`src/eight_bit_cpu_execute_core_macros.svh`:
```
// Assertion helpers shared by the execute core.
`ifndef EIGHT_BIT_CPU_EXECUTE_CORE_MACROS_SVH
`define EIGHT_BIT_CPU_EXECUTE_CORE_MACROS_SVH

// Consequent checked in the same cycle.
`define EBCE_ASSERT_NOW(lbl, ante, cons, msg) \
   lbl: assert property (@(posedge clock) disable iff (reset) (ante) |-> (cons)) \
      else $error(msg);

// Consequent checked in the next cycle.
`define EBCE_ASSERT_NEXT(lbl, ante, cons, msg) \
   lbl: assert property (@(posedge clock) disable iff (reset) (ante) |=> (cons)) \
      else $error(msg);

`endif

```
`src/ebce_pkg.sv`:
```
package ebce_pkg;

   localparam int STACK_BYTES_DEF = 256;

   localparam logic [7:0] FL_BU = 8'h30;
   localparam int FB_N = 7;
   localparam int FB_V = 6;
   localparam int FB_D = 3;
   localparam int FB_I = 2;
   localparam int FB_Z = 1;
   localparam int FB_C = 0;

   localparam logic CSR_BREAK_VECTOR = 1'b0;

   typedef enum logic [5:0] {
      K_LDA, K_LDX, K_LDY, K_STA, K_STX, K_STY, K_TAX, K_TAY, K_TXA, K_TYA,
      K_TSX, K_TXS, K_PHA, K_PHP, K_PLA, K_PLP, K_AND, K_EOR, K_ORA, K_BIT,
      K_ADC, K_SBC, K_CMP, K_CPX, K_CPY, K_INC, K_INX, K_INY, K_DEC, K_DEX,
      K_DEY, K_ASL, K_LSR, K_ROL, K_ROR, K_JMP, K_JSR, K_RTS, K_BCC, K_BCS,
      K_BEQ, K_BMI, K_BNE, K_BPL, K_BVC, K_BVS, K_CLC, K_CLD, K_CLI, K_CLV,
      K_SEC, K_SED, K_SEI, K_BRK, K_NOP, K_RTI
   } kind_type;

   typedef enum logic [1:0] {
      S_IDLE, S_PUSH, S_PULL, S_FIN
   } state_type;

   function automatic logic is_push(input logic [5:0] k);
      return (k == K_PHA) || (k == K_PHP) || (k == K_JSR) || (k == K_BRK);
   endfunction

   function automatic logic is_pull(input logic [5:0] k);
      return (k == K_PLA) || (k == K_PLP) || (k == K_RTS) || (k == K_RTI);
   endfunction

   // Number of stack accesses, minus one.
   function automatic logic [1:0] last_step(input logic [5:0] k);
      logic [1:0] n;
      case (k)
         K_JSR, K_RTS: n = 2'd1;
         K_BRK, K_RTI: n = 2'd2;
         default:      n = 2'd0;
      endcase
      return n;
   endfunction

endpackage

```
`src/ebce_if.sv`:
```
interface ebce_req_if;
   logic       valid;
   logic       ready;
   logic [5:0] kind;
   logic [7:0] operand;
   logic [15:0] address;
   logic [1:0] length;
   logic       on_accumulator;

   modport source (output valid, kind, operand, address, length, on_accumulator,
                   input ready);
   modport sink   (input valid, kind, operand, address, length, on_accumulator,
                   output ready);
endinterface

interface ebce_rsp_if;
   logic        valid;
   logic        ready;
   logic        mem_write;
   logic [15:0] write_address;
   logic [7:0]  write_data;
   logic [7:0]  acc_out;
   logic [7:0]  x_out;
   logic [7:0]  y_out;
   logic [7:0]  sp_out;
   logic [7:0]  flags_out;
   logic [15:0] pc_out;

   modport source (output valid, mem_write, write_address, write_data, acc_out,
                   x_out, y_out, sp_out, flags_out, pc_out,
                   input ready);
   modport sink   (input valid, mem_write, write_address, write_data, acc_out,
                   x_out, y_out, sp_out, flags_out, pc_out,
                   output ready);
endinterface

```
`src/eight_bit_cpu_execute_core.sv`:
```
// Channel   Direction  Handshake        Contents
// req       in         valid/ready      kind, operand, address, length, on_accumulator
// rsp       out        valid/ready      memory write, A X Y SP P PC after the request
// csr       in         APB psel/penable break_vector at address 0
//
// Requests without stack traffic are taken one per clock while the result register
// is free; the result is registered at the accept edge. A push or pull request
// goes through one push or pull step per stack byte, as the stack memory is single
// port, and then a finish state that commits once the result register is free.
// PHA, PHP, PLA and PLP move one stack byte, JSR and RTS two, BRK and RTI three.
// A new request is taken while the previous result waits, if the result register
// frees in that cycle. Reset clears registers and stack valid bits.
`include "eight_bit_cpu_execute_core_macros.svh"

module eight_bit_cpu_execute_core #(
   parameter int STACK_BYTES = ebce_pkg::STACK_BYTES_DEF
) (
   input  logic        clock,
   input  logic        reset,
   ebce_req_if.sink    req,
   ebce_rsp_if.source  rsp,
   input  logic        psel,
   input  logic        penable,
   input  logic        pwrite,
   input  logic        paddr,
   input  logic [31:0] pwdata,
   output logic [31:0] prdata,
   output logic        pready
);
   import ebce_pkg::*;

   localparam int SpW = $clog2(STACK_BYTES);

   state_type   state_ff, state_in;
   logic [1:0]  cnt_ff, cnt_in;
   logic [15:0] bv_ff;
   logic [7:0]  a_ff, x_ff, y_ff, sp_ff, p_ff;
   logic [15:0] pc_ff;
   logic [7:0]  sp_in;
   logic [5:0]  k_ff;
   logic [7:0]  opnd_ff;
   logic [15:0] addr_ff;
   logic [1:0]  len_ff;
   logic        onacc_ff;
   logic [7:0]  b0_ff, b1_ff;

   logic [7:0]  mem [STACK_BYTES];
   logic [STACK_BYTES-1:0] vld_ff;
   logic [7:0]  mem_q_ff;
   logic        vq_ff;
   logic        mem_we, mem_re;
   logic [SpW-1:0] mem_idx;
   logic [7:0]  mem_wd;
   logic [7:0]  pull_data;

   logic        rsp_valid_ff;
   logic        out_free, accept, commit;

   logic [5:0]  k;
   logic [7:0]  opnd;
   logic [15:0] addr;
   logic [1:0]  len;
   logic        onacc;
   logic [15:0] nxt;

   logic [7:0]  a_n, x_n, y_n, sp_n, p_n, v, r;
   logic [15:0] pc_n, ret_pc;
   logic        wr_n;
   logic [7:0]  wd_n;
   logic [8:0]  sum;
   logic        taken, is_br;

   assign pready = 1'b1;
   assign prdata = (paddr == CSR_BREAK_VECTOR) ? {16'd0, bv_ff} : 32'd0;

   assign out_free  = !rsp_valid_ff || rsp.ready;
   assign req.ready = (state_ff == S_IDLE) && out_free;
   assign accept    = req.valid && req.ready;
   assign pull_data = vq_ff ? mem_q_ff : 8'd0;

   // Operation source: live request in idle, latched request otherwise.
   always_comb begin
      if (state_ff == S_IDLE) begin
         k = req.kind; opnd = req.operand; addr = req.address;
         len = req.length; onacc = req.on_accumulator;
      end else begin
         k = k_ff; opnd = opnd_ff; addr = addr_ff; len = len_ff; onacc = onacc_ff;
      end
   end

   assign nxt = pc_ff + {14'd0, len};

   always_comb begin
      a_n = a_ff; x_n = x_ff; y_n = y_ff; sp_n = sp_ff; p_n = p_ff;
      pc_n = nxt; wr_n = 1'b0; wd_n = 8'd0;
      v = onacc ? a_ff : opnd;
      r = 8'd0; sum = 9'd0; taken = 1'b0; is_br = 1'b0;
      case (k)
         K_LDA: begin a_n = opnd; r = opnd; end
         K_LDX: begin x_n = opnd; r = opnd; end
         K_LDY: begin y_n = opnd; r = opnd; end
         K_STA: begin wr_n = 1'b1; wd_n = a_ff; end
         K_STX: begin wr_n = 1'b1; wd_n = x_ff; end
         K_STY: begin wr_n = 1'b1; wd_n = y_ff; end
         K_TAX: begin x_n = a_ff; r = a_ff; end
         K_TAY: begin y_n = a_ff; r = a_ff; end
         K_TXA: begin a_n = x_ff; r = x_ff; end
         K_TYA: begin a_n = y_ff; r = y_ff; end
         K_TSX: begin x_n = sp_ff; r = sp_ff; end
         K_TXS: sp_n = x_ff;
         K_PLA: begin a_n = pull_data; r = pull_data; end
         K_PLP: p_n = pull_data;
         K_AND: begin a_n = a_ff & opnd; r = a_n; end
         K_EOR: begin a_n = a_ff ^ opnd; r = a_n; end
         K_ORA: begin a_n = a_ff | opnd; r = a_n; end
         K_BIT: begin
            p_n[FB_Z] = (a_ff & opnd) == 8'd0;
            p_n[FB_N] = opnd[7];
            p_n[FB_V] = opnd[6];
         end
         K_ADC, K_SBC: begin
            v = (k == K_SBC) ? ~opnd : opnd;
            sum = {1'b0, a_ff} + {1'b0, v} + {8'd0, p_ff[FB_C]};
            a_n = sum[7:0]; r = sum[7:0];
            p_n[FB_C] = sum[8];
            p_n[FB_V] = (a_ff[7] ^ sum[7]) & (v[7] ^ sum[7]);
         end
         K_CMP, K_CPX, K_CPY: begin
            v = (k == K_CMP) ? a_ff : ((k == K_CPX) ? x_ff : y_ff);
            sum = {1'b0, v} - {1'b0, opnd};
            p_n[FB_C] = !sum[8];
            r = sum[7:0];
         end
         K_INC: begin wr_n = 1'b1; wd_n = opnd + 8'd1; r = wd_n; end
         K_DEC: begin wr_n = 1'b1; wd_n = opnd - 8'd1; r = wd_n; end
         K_INX: begin x_n = x_ff + 8'd1; r = x_n; end
         K_INY: begin y_n = y_ff + 8'd1; r = y_n; end
         K_DEX: begin x_n = x_ff - 8'd1; r = x_n; end
         K_DEY: begin y_n = y_ff - 8'd1; r = y_n; end
         K_ASL, K_ROL: begin
            p_n[FB_C] = v[7];
            r = {v[6:0], (k == K_ROL) ? p_ff[FB_C] : 1'b0};
         end
         K_LSR, K_ROR: begin
            p_n[FB_C] = v[0];
            r = {(k == K_ROR) ? p_ff[FB_C] : 1'b0, v[7:1]};
         end
         K_JMP, K_JSR: pc_n = addr;
         K_RTS: pc_n = {pull_data, b0_ff} + 16'd1;
         K_BCC: begin is_br = 1'b1; taken = !p_ff[FB_C]; end
         K_BCS: begin is_br = 1'b1; taken = p_ff[FB_C]; end
         K_BEQ: begin is_br = 1'b1; taken = p_ff[FB_Z]; end
         K_BMI: begin is_br = 1'b1; taken = p_ff[FB_N]; end
         K_BNE: begin is_br = 1'b1; taken = !p_ff[FB_Z]; end
         K_BPL: begin is_br = 1'b1; taken = !p_ff[FB_N]; end
         K_BVC: begin is_br = 1'b1; taken = !p_ff[FB_V]; end
         K_BVS: begin is_br = 1'b1; taken = p_ff[FB_V]; end
         K_CLC: p_n[FB_C] = 1'b0;
         K_CLD: p_n[FB_D] = 1'b0;
         K_CLI: p_n[FB_I] = 1'b0;
         K_CLV: p_n[FB_V] = 1'b0;
         K_SEC: p_n[FB_C] = 1'b1;
         K_SED: p_n[FB_D] = 1'b1;
         K_SEI: p_n[FB_I] = 1'b1;
         K_BRK: begin p_n[FB_I] = 1'b1; pc_n = bv_ff; end
         K_RTI: begin p_n = b0_ff; pc_n = {pull_data, b1_ff}; end
         default: ;
      endcase
      // NZ from the result byte where the operation defines them
      case (k)
         K_LDA, K_LDX, K_LDY, K_TAX, K_TAY, K_TXA, K_TYA, K_TSX, K_PLA,
         K_AND, K_EOR, K_ORA, K_ADC, K_SBC, K_CMP, K_CPX, K_CPY, K_INC,
         K_DEC, K_INX, K_INY, K_DEX, K_DEY, K_ASL, K_LSR, K_ROL, K_ROR: begin
            p_n[FB_Z] = r == 8'd0;
            p_n[FB_N] = r[7];
         end
         default: ;
      endcase
      if ((k == K_ASL) || (k == K_LSR) || (k == K_ROL) || (k == K_ROR)) begin
         if (onacc) a_n = r;
         else begin
            wr_n = 1'b1; wd_n = r;
         end
      end
      if (is_br && taken) pc_n = nxt + {{8{opnd[7]}}, opnd};
   end

   // Sequencer and stack memory control
   always_comb begin
      state_in = state_ff;
      cnt_in   = cnt_ff;
      sp_in    = sp_ff;
      commit   = 1'b0;
      mem_we   = 1'b0;
      mem_re   = 1'b0;
      mem_idx  = sp_ff[SpW-1:0];
      mem_wd   = 8'd0;
      ret_pc   = 16'd0;
      case (state_ff)
         S_IDLE: begin
            if (accept) begin
               cnt_in = 2'd0;
               if (is_push(req.kind)) state_in = S_PUSH;
               else if (is_pull(req.kind)) state_in = S_PULL;
               else commit = 1'b1;
            end
         end
         S_PUSH: begin
            mem_we = 1'b1;
            case (k_ff)
               K_PHA: mem_wd = a_ff;
               K_PHP: mem_wd = p_ff | FL_BU;
               K_JSR: begin
                  ret_pc = pc_ff + {14'd0, len_ff} - 16'd1;
                  mem_wd = (cnt_ff == 2'd0) ? ret_pc[15:8] : ret_pc[7:0];
               end
               default: begin
                  ret_pc = pc_ff + 16'd2;
                  mem_wd = (cnt_ff == 2'd0) ? ret_pc[15:8] :
                           ((cnt_ff == 2'd1) ? ret_pc[7:0] : (p_ff | FL_BU));
               end
            endcase
            sp_in  = sp_ff - 8'd1;
            cnt_in = cnt_ff + 2'd1;
            if (cnt_ff == last_step(k_ff)) state_in = S_FIN;
         end
         S_PULL: begin
            mem_re  = 1'b1;
            sp_in   = sp_ff + 8'd1;
            mem_idx = sp_in[SpW-1:0];
            cnt_in  = cnt_ff + 2'd1;
            if (cnt_ff == last_step(k_ff)) state_in = S_FIN;
         end
         S_FIN: begin
            if (out_free) begin
               commit   = 1'b1;
               state_in = S_IDLE;
            end
         end
         default: state_in = S_IDLE;
      endcase
      if (commit) sp_in = sp_n;
   end

   always_ff @(posedge clock) begin
      if (mem_we) mem[mem_idx] <= mem_wd;
      if (mem_re) mem_q_ff <= mem[mem_idx];
   end

   always_ff @(posedge clock) begin
      if (reset) begin
         vld_ff <= '0;
         vq_ff  <= 1'b0;
      end else begin
         if (mem_we) vld_ff[mem_idx] <= 1'b1;
         if (mem_re) vq_ff <= vld_ff[mem_idx];
      end
   end

   always_ff @(posedge clock) begin
      if (reset) begin
         state_ff <= S_IDLE;
         cnt_ff <= 2'd0;
         bv_ff <= 16'd0;
         a_ff <= 8'd0; x_ff <= 8'd0; y_ff <= 8'd0; sp_ff <= 8'd0; p_ff <= 8'd0;
         pc_ff <= 16'd0;
         rsp_valid_ff <= 1'b0;
      end else begin
         if (psel && penable && pwrite && pready && (paddr == CSR_BREAK_VECTOR))
            bv_ff <= pwdata[15:0];
         state_ff <= state_in;
         cnt_ff   <= cnt_in;
         sp_ff    <= sp_in;
         rsp_valid_ff <= commit || (rsp_valid_ff && !rsp.ready);
         if (commit) begin
            a_ff <= a_n; x_ff <= x_n; y_ff <= y_n; p_ff <= p_n; pc_ff <= pc_n;
         end
      end
   end

   // Request latch, pulled bytes and result payload
   always_ff @(posedge clock) begin
      if (accept) begin
         k_ff <= req.kind; opnd_ff <= req.operand; addr_ff <= req.address;
         len_ff <= req.length; onacc_ff <= req.on_accumulator;
      end
      if (state_ff == S_PULL) begin
         if (cnt_ff == 2'd1) b0_ff <= pull_data;
         if (cnt_ff == 2'd2) b1_ff <= pull_data;
      end
      if (commit) begin
         rsp.mem_write     <= wr_n;
         rsp.write_address <= wr_n ? addr : 16'd0;
         rsp.write_data    <= wr_n ? wd_n : 8'd0;
         rsp.acc_out       <= a_n;
         rsp.x_out         <= x_n;
         rsp.y_out         <= y_n;
         rsp.sp_out        <= sp_n;
         rsp.flags_out     <= p_n;
         rsp.pc_out        <= pc_n;
      end
   end

   assign rsp.valid = rsp_valid_ff;

   `EBCE_ASSERT_NEXT(a_push_sp, state_ff == S_PUSH, sp_ff == $past(sp_ff) - 8'd1, "push sp")
   `EBCE_ASSERT_NEXT(a_pull_sp, state_ff == S_PULL, sp_ff == $past(sp_ff) + 8'd1, "pull sp")
   `EBCE_ASSERT_NEXT(a_fin_done, state_ff == S_FIN && out_free, state_ff == S_IDLE && rsp_valid_ff, "finish")
   `EBCE_ASSERT_NOW(a_port, mem_we, !mem_re, "stack port conflict")

endmodule
```
`src/flat_wrapper.sv`:
```
// flat-port wrapper written by rule: the top's interface ports become plain ports
module eight_bit_cpu_execute_core_flat import ebce_pkg::*;
#(
   parameter int STACK_BYTES = ebce_pkg::STACK_BYTES_DEF
)
  (clock, reset, psel, penable, pwrite, paddr, pwdata, prdata, pready, req_valid, req_kind, req_operand, req_address, req_length, req_on_accumulator, req_ready, rsp_valid, rsp_mem_write, rsp_write_address, rsp_write_data, rsp_acc_out, rsp_x_out, rsp_y_out, rsp_sp_out, rsp_flags_out, rsp_pc_out, rsp_ready);
  ebce_req_if req_i ();
  ebce_rsp_if rsp_i ();
  input  logic clock;
  input  logic reset;
  input  logic psel;
  input  logic penable;
  input  logic pwrite;
  input  logic paddr;
  input  logic [31:0] pwdata;
  output logic [31:0] prdata;
  output logic pready;
  input wire logic [$bits(req_i.valid)-1:0] req_valid;
  input wire logic [$bits(req_i.kind)-1:0] req_kind;
  input wire logic [$bits(req_i.operand)-1:0] req_operand;
  input wire logic [$bits(req_i.address)-1:0] req_address;
  input wire logic [$bits(req_i.length)-1:0] req_length;
  input wire logic [$bits(req_i.on_accumulator)-1:0] req_on_accumulator;
  output wire logic [$bits(req_i.ready)-1:0] req_ready;
  output wire logic [$bits(rsp_i.valid)-1:0] rsp_valid;
  output wire logic [$bits(rsp_i.mem_write)-1:0] rsp_mem_write;
  output wire logic [$bits(rsp_i.write_address)-1:0] rsp_write_address;
  output wire logic [$bits(rsp_i.write_data)-1:0] rsp_write_data;
  output wire logic [$bits(rsp_i.acc_out)-1:0] rsp_acc_out;
  output wire logic [$bits(rsp_i.x_out)-1:0] rsp_x_out;
  output wire logic [$bits(rsp_i.y_out)-1:0] rsp_y_out;
  output wire logic [$bits(rsp_i.sp_out)-1:0] rsp_sp_out;
  output wire logic [$bits(rsp_i.flags_out)-1:0] rsp_flags_out;
  output wire logic [$bits(rsp_i.pc_out)-1:0] rsp_pc_out;
  input wire logic [$bits(rsp_i.ready)-1:0] rsp_ready;
  assign req_i.valid = req_valid;
  assign req_i.kind = req_kind;
  assign req_i.operand = req_operand;
  assign req_i.address = req_address;
  assign req_i.length = req_length;
  assign req_i.on_accumulator = req_on_accumulator;
  assign req_ready = req_i.ready;
  assign rsp_valid = rsp_i.valid;
  assign rsp_mem_write = rsp_i.mem_write;
  assign rsp_write_address = rsp_i.write_address;
  assign rsp_write_data = rsp_i.write_data;
  assign rsp_acc_out = rsp_i.acc_out;
  assign rsp_x_out = rsp_i.x_out;
  assign rsp_y_out = rsp_i.y_out;
  assign rsp_sp_out = rsp_i.sp_out;
  assign rsp_flags_out = rsp_i.flags_out;
  assign rsp_pc_out = rsp_i.pc_out;
  assign rsp_i.ready = rsp_ready;
  eight_bit_cpu_execute_core #(.STACK_BYTES(STACK_BYTES)) u_core (.clock(clock), .reset(reset), .req(req_i), .rsp(rsp_i), .psel(psel), .penable(penable), .pwrite(pwrite), .paddr(paddr), .pwdata(pwdata), .prdata(prdata), .pready(pready));
endmodule
```
`config.mk`:
```
export PLATFORM = sky130hd
export DESIGN_NAME = eight_bit_cpu_execute_core_flat
export DESIGN_NICKNAME = d
export VERILOG_FILES = /design/src/ebce_pkg.sv /design/src/ebce_if.sv /design/src/eight_bit_cpu_execute_core.sv /design/src/flat_wrapper.sv
export VERILOG_INCLUDE_DIRS = /design/src /design/src/src
export SDC_FILE = /design/constraint.sdc
export NUM_CORES = 2
export LEC_CHECK = 0
export BUFFER_PORTS_ARGS = -buffer_cell sky130_fd_sc_hd__buf_4
export CAP_MARGIN = 20
export CORE_AREA = 2 2 438 614
export CTS_CLUSTER_SIZE = 40
export DETAILED_ROUTE_END_ITERATION = 8
export DIE_AREA = 0 0 440 616
export HOLD_SLACK_MARGIN = 0.12
export REMOVE_ABC_BUFFERS = 1
export SETUP_SLACK_MARGIN = 0.05
export SKIP_LAST_GASP = 1
export SYNTH_ARGS = -nofsm -noshare
export SYNTH_HDL_FRONTEND = slang
export SYNTH_SLANG_ARGS = --single-unit
```
`constraint.sdc`:
```
create_clock -name clock -period 18.2 [get_ports clock]
set_input_delay 0.91 -clock clock [delete_from_list [all_inputs] [get_ports clock]]
set_output_delay 0.91 -clock clock [all_outputs]
set_load 0.01 [all_outputs]
```
==> impl_metrics.py <==
metrics = {
    "floorplanning": {
        "io_pins": 189,
        "initial_utilization_pct": 39.9,
        "dieArea_mm2": 0.271,
        "die_h_um": 616,
        "num_rows": 224,
        "core_area_mm2": 0.265,
        "fp.dieW_um": 440,
    },
    "setup_path": {
        "cp_cell_sequence": "inv_1 -> ha_1 -> buf_4 -> inv_1 -> ha_4 -> buf_4 -> buf_4 -> buf_4 -> buf_4 -> mux4_2 -> nand2_1 -> a21oi_1 -> nor2_1 -> o22ai_1 -> a221oi_1 -> o2111ai_1",
        "worstPathArrival_ns": 7.63,
        "required_ns": 18.75,
        "crit_path_frequent_cell": "buf_4",
        "crit_slowest_cell": "a221oi_1",
        "crit_path_max_incr_delay_ns": 0.89,
        "cp_top_family": "buffers and inverters",
        "startpoint": "u_core.state_ff[0]$_SDFFE_PP0P_",
        "reg2reg_from": "u_core.state_ff[0]$_SDFFE_PP0P_",
        "crit_buf_inv": 7,
        "end_kind": "flop",
        "worstPathMaxFanout": 32,
        "start_kind": "flop",
        "critPathKind": "reg2reg",
    },
    "sta": {
        "fin_crit_sh_pct": 38.9,
        "tightest_slew_ns": 1.48,
        "max_freq_mhz": 141,
        "finalCriticalPeriod_ns": 7.08,
        "fin_tns_setup_ns": 0,
        "hold_viol": 0,
        "slew_violations": 0,
        "holdWs_ns": 0.192,
        "slew_headroom_pct": 1.46,
        "final.setup_skew_ns": 0.0759,
        "setup_viol": 0,
        "rsz0062_at_grt": "no",
    },
    "placed_design": {
        "finalWeightedCongestion": 0.937,
        "place_hpwl_um": 196000,
        "io_buffers": 155,
        "dp_cells": 10400,
    },
    "power_and_ir_drop": {
        "p_leak_uw": 0.0379,
        "swShare_pct": 36.2,
        "comb_power_share_pct": 37.5,
        "p_per_area_mw_per_mm2": 158,
        "pwr-share-seq_pct": 36.6,
        "p_sw_uw": 6760,
        "p_int_uw": 11900,
        "ir_drop_mv": 0.148,
        "p_clk_share_pct": 26.0,
    },
    "yosys": {
        "yosysMostFrequentCell": "edfxtp_1",
        "yosys_warnings": 0,
        "synth_area_per_cell_um2": 15.1,
        "async_reset_ff_share_pct": 0,
        "synth_top_area_share_pct": 62.0,
        "ys_ff_latch": 2520,
        "yosysTopAreaCell": "edfxtp_1",
        "synth_ff_type": "edfxtp_1",
        "synth_common_cells": "edfxtp_1, nor2_1, nand2_1",
        "synth.distinct_cells": 111,
        "netlist_area_mm2": 0.106,
        "synthTopCellsByArea": "edfxtp_1, mux4_2, dfxtp_1, nor2_1, nand2_1",
        "synth_edf_count": 2186,
        "synth_cells": 7002,
        "yosysSeqAreaShare_pct": 68.3,
    },
    "grt": {
        "grt_use_total_pct": 22.4,
        "grt-ovfl-total": 0,
        "grt_max_degree": 217,
        "grt_pass1_vias": 62600,
        "grt_pass1_wl_um": 445000,
        "antenna_found_initial": 9,
    },
    "clock_network": {
        "cts_made_buffers": 228,
        "cts_resized": 0,
        "root_buffer": "clkbuf_16",
        "cts_tree": "done",
        "clock_latency_ns": 0.91,
        "cts_hold_buf": 0,
        "cts_setup_buffers": 0,
        "clock_path_buffers": 4,
        "cts_max_level": 4,
        "clk_pin_slew_ns": 0.07,
        "cts.sinks": 2520,
    },
    "route": {
        "detail-route-antenna-nets": 0,
        "firstDrtPassIters": 8,
        "finalWirelength_um": 310000,
        "routed-via-count": 62700,
        "drt-vias-per-instance": 5.81,
        "drtIter0Drc": 6029,
        "wl_per_cell_um": 28.7,
        "drcViolationCount": 0,
    },
    "run": {
        "drv_cap": 0,
    },
    "cells_and_area": {
        "num-nets-final": 7272,
        "final.fill_count": 23100,
        "syn_to_final_growth_pct": 11.9,
        "drive_gt1_share_pct": 18.1,
        "fin_cells": 10800,
    },
    "worst_hold_path": {
        "hp-start": "req_length[0]",
        "min_path_type": "in2reg",
    },
    "run_status": {
        "status": "finished clean",
    },
}
==> cell families after synthesis <==
family | synth area share (%)
mux | 12.8
simple gates | 9.48
compound gates | 5.11
fa+ha+maj | 1.25
buf+inv | 2.22
flops | 68.3
xor+xnor | 0.819
other cells | 0.00710
==> state kept, by name (all words and copies together), names as in the netlist, 6 cells and up <==
signal	count
u_core.a_ff	8
u_core.addr_ff	16
u_core.b0_ff	8
u_core.b1_ff	8
u_core.bv_ff	16
u_core.k_ff	6
u_core.mem	2048
u_core.mem_q_ff	8
u_core.opnd_ff	8
u_core.p_ff	8
u_core.pc_ff	16
u_core.rsp.acc_out	8
u_core.rsp.flags_out	8
u_core.rsp.pc_out	16
u_core.rsp.sp_out	8
u_core.rsp.write_address	16
u_core.rsp.write_data	8
u_core.rsp.x_out	8
u_core.rsp.y_out	8
u_core.sp_ff	8
u_core.vld_ff	256
u_core.x_ff	8
u_core.y_ff	8
==> power by group through the flow <==
| stage | registers [uW] | clock network [uW] | logic (uW) |
|---|---|---|---|
| after floorplan | 6980 | 0 | 5590 |
| after global placement | 6940 | 0 | 6980 |
| after detailed placement | 6940 | 0 | 7000 |
| after CTS | 6820 | 4910 | 7030 |
| after global routing | 6830 | 5120 | 7430 |
| final | 6820 | 4850 | 6990 |
==> final cells by class <==
| cell class | instances | area [um2] | area share (%) |
|---|---|---|---|
| flip-flops and latches | 2520 | 72300 | 61.1 |
| well taps | 3503 | 4380 | 3.70 |
| clock inverters | 113 | 1080 | 0.910 |
| repair buffers | 299 | 2400 | 2.03 |
| diodes | 4 | 10.0 | 0.00845 |
| inverters | 97 | 373 | 0.315 |
| multi-input cells | 3951 | 31500 | 26.6 |
| clock buffers | 307 | 6330 | 5.34 |
==> metrics by stage <==
stage / worst slack [ns] / total power [uW] / instance area, um2 / utilization (%)
2_1_floorplan: -9.79 / 12600 / 104000 / -
3_3_place_gp: 10.92 / 13900 / 111000 / 41.8
3_5_place_dp: 10.86 / 13900 / 111000 / 41.8
4_1_cts: 10.82 / 18800 / 118000 / 44.6
5_1_grt: 10.66 / 19400 / 118000 / 44.6
6_report: 11.12 / 18700 / 118000 / 44.6
==> worst reg2reg max path: stages (launching register included) <==
cell and delay, ns:
dfxtp_1 0.33, inv_1 0.14, ha_1 0.16, buf_4 0.35
inv_1 0.18, ha_4 0.52, buf_4 0.53, buf_4 0.66
buf_4 0.56, buf_4 0.66, mux4_2 0.59, nand2_1 0.08
a21oi_1 0.10, nor2_1 0.42, o22ai_1 0.37, a221oi_1 0.89
o2111ai_1 0.21
==> final timing paths <==
kind	slack, ns	cells after the start	endpoint
setup / recovery	11.12	16	u_core.mem_q_ff[2]$_DFFE_PP_
hold / removal	0.19	1	u_core.len_ff[0]$_DFFE_PP_
setup reg to reg	11.12	16	u_core.mem_q_ff[2]$_DFFE_PP_
hold reg to reg	0.47	2	u_core.vld_ff[76]$_SDFFE_PP0P_
==> placed cells by master (no fill, tap or decap), types with 23 or more instances in the layout <==
master	count
a211oi_1	37
a21oi_1	155
a221oi_1	38
a22oi_1	35
a31oi_1	77
a32oi_1	31
and3_1	50
buf_4	284
clkbuf_1	50
clkbuf_16	231
clkbuf_8	26
clkinv_1	30
clkinv_2	45
dfxtp_1	334
edfxtp_1	2186
ha_1	94
inv_1	87
mux2i_1	76
mux4_2	550
nand2_1	769
nand3_1	305
nand4_1	39
nor2_1	920
nor2b_1	27
nor3_1	45
o211ai_1	23
o21a_1	32
o21ai_0	95
o22ai_1	26
xnor2_1	76
==> per-layer routing <==
layer / vias to the layer above / GRT usage (%) / wire (um)
met2: 2420 / 38.9 / 157000
met5: - / 0 / 13
li1: 27100 / - / -
met4: 2 / 12.1 / 19000
met1: 32600 / 27.1 / 116000
met3: 665 / 2.67 / 17600
Power figures use the tool's default switching activity.
